<file path="src/rtl/lab_pkg.sv">
// Shared types and constants for the line and arc bounding box block.
package lab_pkg;

    localparam logic [1:0] CMD_LINE = 2'd0;
    localparam logic [1:0] CMD_ARC  = 2'd1;

    // Commands from the controller to the datapath.
    typedef struct packed {
        logic load;       // capture the word and clear the box if asked
        logic take_line;  // take both endpoints of a line
        logic take_start; // take arc start point
        logic sq0;        // load radicand for start radius
        logic sq1;        // load radicand for end radius
        logic mul_x;      // form |d1x| * r
        logic mul_y;      // form |d1y| * r
        logic div_x;      // start division for x
        logic div_y;      // start division for y
        logic take_end;   // take scaled end point
        logic take_axes;  // take axis extreme points on the arc
        logic publish;    // register the result word
    } lab_cmd_t;

    typedef struct packed {
        logic unit_done;  // shared sqrt or divide unit finished
        logic r_zero;     // start radius is zero
        logic r1_zero;    // end radius is zero
        logic [1:0] command;
    } lab_status_t;

endpackage

</file>
<file path="src/rtl/lab_control.sv">
// Controller: sequences one edge through the datapath and runs the handshakes.
module lab_control (
    input  logic                   clk,
    input  logic                   rst_n,
    input  logic                   in_valid,
    output logic                   in_stall,
    output logic                   out_valid,
    input  logic                   out_stall,
    input  lab_pkg::lab_status_t   status,
    output lab_pkg::lab_cmd_t      cmd
);
    localparam logic [3:0] S_IDLE  = 4'd0;
    localparam logic [3:0] S_DISP  = 4'd1;
    localparam logic [3:0] S_SQ0   = 4'd2;
    localparam logic [3:0] S_W0    = 4'd3;
    localparam logic [3:0] S_SQ1   = 4'd4;
    localparam logic [3:0] S_W1    = 4'd5;
    localparam logic [3:0] S_MULX  = 4'd6;
    localparam logic [3:0] S_DIVX  = 4'd7;
    localparam logic [3:0] S_WX    = 4'd8;
    localparam logic [3:0] S_MULY  = 4'd9;
    localparam logic [3:0] S_DIVY  = 4'd10;
    localparam logic [3:0] S_WY    = 4'd11;
    localparam logic [3:0] S_END   = 4'd12;
    localparam logic [3:0] S_AXES  = 4'd13;
    localparam logic [3:0] S_PUB   = 4'd14;

    logic [3:0] state_reg, state_next;
    logic out_valid_reg, out_valid_next;
    logic accept;

    // A waiting result holds only the publish step; the input is stalled whenever the controller is not idle.
    assign in_stall = (state_reg != S_IDLE);
    assign accept   = in_valid && !in_stall;
    assign out_valid = out_valid_reg;

    always_comb
    begin
        state_next = state_reg;
        out_valid_next = out_valid_reg && out_stall;
        cmd = '0;
        case (state_reg)
            S_IDLE:
            begin
                if (accept)
                begin
                    cmd.load = 1'b1;
                    state_next = S_DISP;
                end
            end
            S_DISP:
            begin
                if (status.command == lab_pkg::CMD_LINE)
                begin
                    cmd.take_line = 1'b1;
                    state_next = S_PUB;
                end
                else if (status.command == lab_pkg::CMD_ARC)
                begin
                    cmd.take_start = 1'b1;
                    state_next = S_SQ0;
                end
                else
                    state_next = S_PUB;
            end
            S_SQ0:
            begin
                cmd.sq0 = 1'b1;
                state_next = S_W0;
            end
            S_W0:
                if (status.unit_done)
                    state_next = S_SQ1;
            S_SQ1:
            begin
                // The root is written on the cycle after done.
                if (status.r_zero)
                    state_next = S_PUB;
                else
                begin
                    cmd.sq1 = 1'b1;
                    state_next = S_W1;
                end
            end
            S_W1:
                if (status.unit_done)
                    state_next = S_MULX;
            S_MULX:
            begin
                cmd.mul_x = 1'b1;
                state_next = status.r1_zero ? S_AXES : S_DIVX;
            end
            S_DIVX:
            begin
                cmd.div_x = 1'b1;
                state_next = S_WX;
            end
            S_WX:
                if (status.unit_done)
                    state_next = S_MULY;
            S_MULY:
            begin
                cmd.mul_y = 1'b1;
                state_next = S_DIVY;
            end
            S_DIVY:
            begin
                cmd.div_y = 1'b1;
                state_next = S_WY;
            end
            S_WY:
                if (status.unit_done)
                    state_next = S_END;
            S_END:
            begin
                cmd.take_end = 1'b1;
                state_next = S_AXES;
            end
            S_AXES:
            begin
                cmd.take_axes = 1'b1;
                state_next = S_PUB;
            end
            S_PUB:
            begin
                if (!(out_valid_reg && out_stall))
                begin
                    cmd.publish = 1'b1;
                    out_valid_next = 1'b1;
                    state_next = S_IDLE;
                end
            end
            default:
                state_next = S_IDLE;
        endcase
    end

    always_ff @(posedge clk or negedge rst_n)
    begin
        if (!rst_n)
        begin
            state_reg <= S_IDLE;
            out_valid_reg <= 1'b0;
        end
        else
        begin
            state_reg <= state_next;
            out_valid_reg <= out_valid_next;
        end
    end
endmodule

</file>
<file path="config.mk">
export PLATFORM = sky130hd
export DESIGN_NAME = lab_control
export DESIGN_NICKNAME = d
export VERILOG_FILES = /design/src/rtl/lab_pkg.sv /design/src/rtl/lab_control.sv
export SDC_FILE = /design/constraint.sdc
export NUM_CORES = 1
export LEC_CHECK = 0
export ABC_AREA = 1
export BUFFER_PORTS_ARGS = -buffer_cell sky130_fd_sc_hd__buf_2
export CORE_MARGIN = 2
export CORE_UTILIZATION = 42
export CTS_BUF_LIST = sky130_fd_sc_hd__clkbuf_8
export CTS_CLUSTER_SIZE = 20
export DETAILED_ROUTE_END_ITERATION = 10
export PLACE_DENSITY = 0.71
export SYNTH_ARGS = -nofsm -noshare
export SYNTH_HDL_FRONTEND = slang
export SYNTH_SLANG_ARGS = --single-unit
</file>
<file path="constraint.sdc">
create_clock -name clk -period 3 [get_ports clk]
set_input_delay 0.9 -clock clk [delete_from_list [all_inputs] [get_ports clk]]
set_output_delay 0.9 -clock clk [all_outputs]
set_load 0.01 [all_outputs]
</file>
After elaboration in Yosys (flattened, before gate mapping)
Index checks and enable logic that the tools add are counted.

storage, ports and cells
  input bits = 9
  register bits = 5

cells by class
  muxes and demuxes = 29
  reductions and logical operators = 7
  equal/unequal tests = 21

operators by type and width
  kind                                                  count
  case mux 4 bit (15 select lines)                      1
  two-way mux 4 bit                                     10
  equality test 4 bit (second input constant)           7
  two-way mux 1 bit                                     17
  equality test 4 x 3 -> 1 bit (second input constant)  4
  != test 2 bit (second input constant)                 6
  equality test 4 x 2 -> 1 bit (second input constant)  2
  AND reduction 6 bit                                   1
  equality test 4 x 1 -> 1 bit (second input constant)  1
  logical NOT 4 bit                                     1
  nonzero test 4 bit                                    1
  equality test 2 x 1 -> 1 bit (second input constant)  1
  logical AND 1 bit                                     2
  logical NOT 2 bit                                     1
  two-way mux 2 bit                                     1
  logical NOT 1 bit                                     1

Logic depth before layout (Yosys ltp)
Gate-level depths: netlist (run 1).

  word-level depth = 5
  mapped depth = 9
  depth with buffers taken out = 8

Least setup slack after synthesis (run 1)
OpenSTA, ideal clock, no wires.

  kind = input -> output
  start point = input status[1] (netlist name)
  end point = output cmd[10] (netlist name)
  buffers on the path = 0
  cell stages on the path = 1
  slack = 0.899 ns
  arrival time = 1.201 ns
  path through = nor3_1

on the way
  cells in the longest elaborated chain, start to end = 3

RTL lines
  what               RTL line           RTL
  from (decl)        lab_control.sv:9   input lab_pkg::lab_status_t status,
  logical NOT 2 bit  lab_control.sv:53  if (status.command == lab_pkg::CMD_LINE)
  two-way mux 1 bit  lab_control.sv:53
  two-way mux 2 bit  lab_control.sv:42  case (state_reg)
  to (decl)          lab_control.sv:10  output lab_pkg::lab_cmd_t cmd

Every way passes these cells.

==> run summary, run 1 <==
The final core utilization came out at 55.6%. The via count of the first global-routing pass came to 485. The global-route met1 utilization is 25.5%. The via density per instance is 4.82. The effective utilization at floorplan is 44.7%.

The worst hold path belongs to the class in -> async. The worst setup path is launched from a register. STA classifies the critical path endpoint as an output pin. The number of inserted filler cells in the final layout came out at 143. Summed over all failing endpoints, the final setup total negative slack is 0 ns. The maximum number of pins on one net before global-route repair is 11. The sink count of the clock tree is 5. Across all layers, the routed design uses 661 vias.

The flow ran to the end, and the final reports show no timing, DRC or antenna violations. The switching portion of total power came out at 53.4%. The max-cap violation count is 0. The sequential cell fraction of total power is 24.8%.

The count of final max-slew check failures came out at 0. The number of buffer cells added on primary ports came out at 22. The initial antenna violation count is 0.

For this run, design rule violations remaining after detail routing come to 0. Data on the critical path arrives at its endpoint at 1.39 ns. The fraction of final layout cells with drive strength greater than 1 came out at 32.8%. The register with the most flip-flops in the layout has 4 of them.

The clock-pin slew on the worst setup and hold paths came out at 0.04 ns. The number of nets handed over by synthesis was 108. The data required time at the worst endpoint is 2.10 ns. In this run the core area contains 13 standard-cell rows. The count of different cell masters after synthesis came out at 17. The setup slack at placement is 0.767 ns. Setup repair after global routing left no endpoint under its margin. The die outline width came out at 41.0 µm. The full die area is 1680 µm². The post-cts sizing count came out at 0. The CTS tree is done. The detailed placer's ending HPWL came out at 1040 µm. The average wire per standard cell is 10.1 µm.

dfrtp_1 takes more of the synthesized area than any other cell. The most utilized layer in the global route result is met2. In this run the clock root is driven by a clkbuf_8. The post-synthesis register bit count came out at 5. The count of nets left with antenna violations once routing finished came out at 0.

The clock period minus final worst setup slack is 2.29 ns. The layout net count is 132. The achievable clock frequency is 437 MHz.

The clock network latency to the later pin of the worst-skew pair came out at 0.22 ns. The critical-path maximum fanout came out at 10. The area growth from synthesis to layout is 24.4%.

The remaining global-route overflow is 0. The total clock buffers created by CTS came out at 3. The largest clock skew in the final design came out at 0.00207 ns. The maximum single-stage delay on the critical path came out at 0.51 ns. Sorting the synthesized cells by area gives the leading types as dfrtp_1 22%, nand2_1 22%, nand3_1 10%. The clock network fraction of design power came out at 15.5%.

The normalized max-slew margin came out at 73.2%. Setup violations remaining at the end of the flow were counted as 0. The hold buffer count at cts came out at 0. The first-pass detailed-route iteration total came out at 5. Walking the worst path, the cells encountered are inv_1 > nand2_1 > nor2_1 > nand2_1 > inv_1 > buf_2.

Combinational logic is responsible for 59.7% of the overall power. The cell count after placement is 133. In this run the deepest clock path goes through 2 buffers. The met2 usage in global routing came out at 26.6%. By startpoint and endpoint, the worst setup path is classified as reg -> out. The total of warnings raised by yosys came out at 0. The fraction of the yosys area taken by sequential cells came out at 21.8%. The area share of the leading cell type in the synthesized netlist is 21.8%.

0 antenna diodes ended up in the layout. After floorplanning, the core was sized to cover 1280 µm². The maximum vdd drop came out at 358 µV. The post-route fraction of the period consumed by the critical path is 76.3%. The floorplan step set the die height to 41.0 µm. The synthesized area divided by synthesized cell count is 5.80 µm². The CTS H-tree depth is 1. In this run the power spent charging and discharging nets is 412 µW.

The total length of routed wires is 1380 µm. The cell-internal power is 359 µW. Dividing total power by cell area gives a power density of 1080 nW/µm². The first routing iteration left 17 violations. Total power for the finished layout comes to 771 µW.

The cell area after synthesis is 574 µm². The number of hold violations in the final report came to 0. The worst-case setup margin in the final layout is 0.712 ns. The number of cells in the finished layout apart from fillers is 137. The I/O pin count is 23. Summed over all cells, the static leakage comes to 0.458 nW.

The actual transition at the worst max-transition pin came out at 0.402 ns. Post-CTS timing repair inserted 0 buffers for setup. The post-synthesis cell count came out at 99. The total track usage is 17.1%. The standard cell with the maximum stage delay on the critical path is dfrtp_1.

The weighted congestion at the end of routability-driven global placement is 0.860. Global routing consumed, on the met3 layer, 3.26% of the routing resources. The wire length of the first global-routing pass is 1940 µm.
==> cells in the mapped netlist <==
library cell / count
nor2_2: 3
inv_1: 12
o21ai_0: 1
inv_2: 3
nand2_1: 33
nand3_1: 12
buf_6: 3
inv_4: 2
nor2_4: 2
nor3_1: 2
nand2_2: 3
dfrtp_1: 5
nand2_4: 1
nor2_1: 13
nand3_2: 1
a21oi_1: 1
nand4_1: 2
==> critical path, delay by kind of cell, from the launching register on <==
kind	cells	cell delay [ns]
flops	1	0.51
buf+inv	3	0.31
simple gates	3	0.35
==> area by class of cell <==
cell class | instances | area [µm²] | share of cell area, %
Multi-Input combinational cell | 74 | 347 | 48.5
Sequential cell | 5 | 125 | 17.5
Timing Repair Buffer | 22 | 110 | 15.4
Inverter | 17 | 68.8 | 9.63
Clock buffer | 3 | 41.3 | 5.78
Tap cell | 15 | 18.8 | 2.63
Clock inverter | 1 | 3.75 | 0.525
==> stage by stage <==
| step | hold WS (ns) | area [µm²] |
|---|---|---|
| detailed placement | 0.488 | 669 |
| global route | 0.489 | 714 |
| floorplan | 0.532 | 574 |
| global placement | 0.497 | 669 |
| CTS | 0.489 | 714 |
| finish | 0.487 | 714 |
==> path summary, 6_finish.rpt <==
| path | from | to | slack [ns] | depth (start not counted) |
|---|---|---|---|---|
| min in group clk | out_valid$_DFF_PN0_ | out_valid$_DFF_PN0_ | 0.50 | 2 |
| max | state_reg[3]$_DFFE_PN0P_ | cmd[7] | 0.71 | 6 |
| min | rst_n | state_reg[1]$_DFFE_PN0P_ | 0.49 | 1 |
| max reg2reg | state_reg[3]$_DFFE_PN0P_ | state_reg[2]$_DFFE_PN0P_ | 1.60 | 8 |
| max in group asynchronous | rst_n | state_reg[0]$_DFFE_PN0P_ | 2.39 | 1 |
| min reg2reg | out_valid$_DFF_PN0_ | out_valid$_DFF_PN0_ | 0.50 | 2 |
==> layer usage <==
metal | vias to the layer above | share of wire, %
met5 | - | 0
met1 | 288 | 48
met2 | 24 | 47
met4 | 0 | 0
met3 | 0 | 5.1
li1 | 349 | -
==> power by group through the flow <==
| stage | logic, mW | registers (mW) | clock network, mW |
|---|---|---|---|
| finish | 0.460 | 0.191 | 0.119 |
| global route | 0.523 | 0.197 | 0.128 |
| CTS | 0.457 | 0.188 | 0.121 |
| detailed placement | 0.451 | 0.189 | 0 |
| global placement | 0.449 | 0.189 | 0 |
| floorplan | 0.436 | 0.128 | 0 |
==> logic make-up (layout without fill, tap and decap cells) <==
group	after synthesis	after routing	synth area share (%)
and+or+nand+nor	72	72	58.6
DFF	5	5	21.8
buffers and inverters	20	43	17.9
AOI/OAI and AO/OA	2	2	1.74
==> cell usage in the layout (no fill, tap or decap), drive strengths merged <==
cell type and instances:
nand2 37, buf 22, inv 18, nor2 18, nand3 13, dfrtp 5
clkbuf 3, nor3 2, nand4 2, a21oi 1, o21ai 1
No activity file was read; power rests on OpenSTA's default activity.
==> run 2, diff against run 1 <==
==> config.mk (replaced) <==
export PLATFORM = sky130hd
export DESIGN_NAME = lab_control
export DESIGN_NICKNAME = d
export VERILOG_FILES = /design/src/rtl/lab_pkg.sv /design/src/rtl/lab_control.sv
export SDC_FILE = /design/constraint.sdc
export NUM_CORES = 1
export LEC_CHECK = 0
export ABC_AREA = 0
export BUFFER_PORTS_ARGS = -buffer_cell sky130_fd_sc_hd__buf_2
export CORE_AREA = 2 2 39 41
export CTS_BUF_LIST = sky130_fd_sc_hd__clkbuf_8
export CTS_CLUSTER_SIZE = 20
export DETAILED_ROUTE_END_ITERATION = 10
export DIE_AREA = 0 0 41 43
export PLACE_DENSITY = 0.65
export SYNTH_ARGS = -nofsm -noshare
export SYNTH_HDL_FRONTEND = slang
export SYNTH_SLANG_ARGS = --single-unit
==> constraint.sdc (replaced) <==
create_clock -name clk -period 2.3 [get_ports clk]
set_input_delay 0.69 -clock clk [delete_from_list [all_inputs] [get_ports clk]]
set_output_delay 0.69 -clock clk [all_outputs]
set_load 0.01 [all_outputs]
==> run summary, run 2 <==
The run finished with clean final reports. Global routing consumed, over all layers together, 17.4% of the routing resources. The total core area came out at 1380 µm².

The area share of xor/xnor cells in the synthesized design is 0%. The post-synthesis share of cell area spent on full adders, half adders and majority gates came out at 0%. Clock latency on the worst-skew pair, taken at its later pin, is 0.23 ns.

At the end of routability-driven placement, the weighted congestion stood at 0.749. The post-synthesis register bit count is 5. The number of antenna diodes in the final layout is 0. The placement row count is 14. The fraction of the mapped netlist area in compound gates is 25.2%.

The data arrival time of the critical path came out at 1.49 ns. The initial antenna violation count is 0. The post-route fraction of the period consumed by the critical path is 94.6%.

Walking the worst path, the cells encountered are nand2b_1 > nor4_1 > buf_2. The clock period minus final worst setup slack is 2.18 ns. The total power divided by cell area came out at 1360 nW/µm².

The maximum vdd drop is 751 µV. The number of cells in the finished layout apart from fillers is 107. For this run, the number of Yosys warnings is 0. The data required time at the worst endpoint is 1.61 ns. Among all flip-flop cells after synthesis, the most frequent one is dfrtp_1. The number of enable-type register cells in the synthesized netlist came out at 0. The remaining global-route overflow is 0. The number of nets in the synthesized netlist came out at 77.

In this run the tightest slew margin relative to its limit is 68.1%. The area share of the leading cell type in the synthesized netlist is 25.7%. The cell count after placement came out at 103. The max-cap violation count came out at 0. The commonest cells after synthesis are 14 x nor2_1, 10 x nand2_1, 5 x dfrtp_1. In this run the number of H-tree levels came out at 1. The total via count in the routed design is 570. The most common cell after layout, fill and taps aside is buf_2. The element type at the critical path start is a register. The buffer depth of the longest clock path came out at 2. The sink count of the clock tree is 5. The number of hold violations in the final report came to 0.

The worst setup path is of the reg -> out kind. The antenna violation net count after detailed routing came out at 0. The number of DRC markers in iteration 0 came out at 22. Leaving out fill and tap cells, the most frequent cells in the layout are 22 x buf_2, 14 x nor2_1, 10 x nand2_1. The full die area is 1760 µm². The average wire per standard cell came out at 11.4 µm. The net count of the finished layout is 101.

The via count of the first global-routing pass is 456. For this design, the slowest cell found on the critical path is dfrtp_1. Multiplexer cells account for 3.08% of the synthesized area. The clock-pin slew on the worst setup and hold paths is 0.03 ns. At the pin with the least slew margin, the transition time is 0.478 ns. Of all nets on the critical path, the largest fanout is 14. For this configuration, the core starts out at a cell density of 35.2%. The CTS tree is done. The share of the Yosys chip area taken by registers is 25.7%. The via density per instance came out at 5.33.

The synthesized area divided by synthesized cell count came out at 7.16 µm². Ranked by total cell area, the synthesized netlist is headed by dfrtp_1 26%, nor2_1 11%, nand2_1 7.7%. The count of final max-slew check failures came out at 0.

The worst hold path belongs to the class in -> async. Setup violations remaining at the end of the flow were counted as 0. The total length of routed wires came out at 1220 µm.

The number of design rule violations left after detail routing is 0. The buffers inserted during post-CTS setup optimization came out at 0. The largest clock skew in the final design is 0.00177 ns. The maximum number of pins on one net before global-route repair is 19. Setup repair after global routing left no endpoint under its margin. The register with the most flip-flops in the layout has 4 of them. The number of inserted filler cells in the final layout is 154. After synthesis, the largest family of logic cells by area is simple AND/OR/NAND/NOR gates. Summing every instance area after synthesis gives 487 µm². The most area-hungry cell type in the Yosys netlist is dfrtp_1. The wire length of the first global-routing pass came out at 1950 µm.

The I/O pin count is 23. The achievable clock frequency is 459 MHz. Detailed placement finished with a half-perimeter wire length of 918 µm. In the post-route analysis, the smallest setup slack over all paths is 0.123 ns.

The leakage power is 0.335 nW. The post-synthesis cell count is 68. Before antenna repair, the detailed router went through 4 iterations. STA classifies the critical path endpoint as an output pin. The cell with the most instances after synthesis is nor2_1.

The maximum single-stage delay on the critical path is 0.54 ns. The simple-gate share of the synthesized area came out at 36.0%. The setup TNS after final layout is 0 ns. The sum of internal, switching and leakage power is 874 µW.

The total clock buffers created by CTS is 3. The height of the die is 43 µm. The final core utilization came out at 46.6%. The fraction of synthesis flops using an asynchronous set or reset pin is 100%. The number of different library cells used by synthesis comes to 25.

In the final layout, the share of cells above drive strength 1 is 34.1%. The floorplan step set the die width to 41 µm. The area growth from synthesis to layout came out at 32.4%. The setup slack at placement came out at 0.326 ns.

The cell chosen for the clock root is clkbuf_8. The number of buffer cells added on primary ports came out at 22.
## run 2: worst paths after layout
check / slack (ns) / cells after the start / end / from
max: 0.12 / 3 / cmd[7] / state_reg[3]$_DFFE_PN0P_
min: 0.27 / 1 / out_valid$_DFF_PN0_ / rst_n
max reg2reg: 0.57 / 5 / state_reg[0]$_DFFE_PN0P_ / state_reg[3]$_DFFE_PN0P_
min reg2reg: 0.57 / 2 / out_valid$_DFF_PN0_ / out_valid$_DFF_PN0_
max in group asynchronous: 1.89 / 1 / state_reg[2]$_DFFE_PN0P_ / rst_n
min in group clk: 0.57 / 2 / out_valid$_DFF_PN0_ / out_valid$_DFF_PN0_
## run 2: area by class of cell
class / instances / area (µm²) / share of cell area, %
Multi-Input combinational cell: 55 / 313 / 48.5
Tap cell: 16 / 20.0 / 3.11
Timing Repair Buffer: 25 / 133 / 20.6
Clock inverter: 1 / 3.75 / 0.583
Sequential cell: 5 / 126 / 19.6
Inverter: 2 / 7.51 / 1.17
Clock buffer: 3 / 41.3 / 6.41
## run 2: critical path: cells and delay by family, from the launching register on
kind / cells / cell delay (ns)
flip-flops: 1 / 0.54
buffers and inverters: 1 / 0.19
AND/OR/NAND/NOR: 2 / 0.54
## run 2: cells by family after synthesis
| group | count (synthesis) |
|---|---|
| compound gates | 18 |
| simple gates | 36 |
| mux | 1 |
| flops | 5 |
| buf+inv | 8 |
## run 2: power breakdown
part	leakage (nW)	internal (mW)	switching [mW]
logic	0.249	0.230	0.251
clock network	0.0269	0.115	0.0451
registers	0.0592	0.133	0.0999
## run 2: layer usage
layer / vias to the layer above / GRT usage, % / routed length, µm
li1: 289 / - / -
met1: 258 / 21.7 / 530
met2: 18 / 21.9 / 557
met3: 5 / 7.85 / 81
met4: 0 / 14.0 / 45
met5: - / 0 / 0
## run 2: per-stage QoR
step	instance area (µm²)	hold slack, ns
finish	644	0.269
global route	644	0.276
CTS	643	0.268
detailed placement	598	0.509
global placement	598	0.506
floorplan	487	0.394
## run 2: repair_timing
action                                  in CTS  in global routing
hold buffers                                 0                  0
resized for setup                            0                  1
endpoints found under the setup margin       0                  1
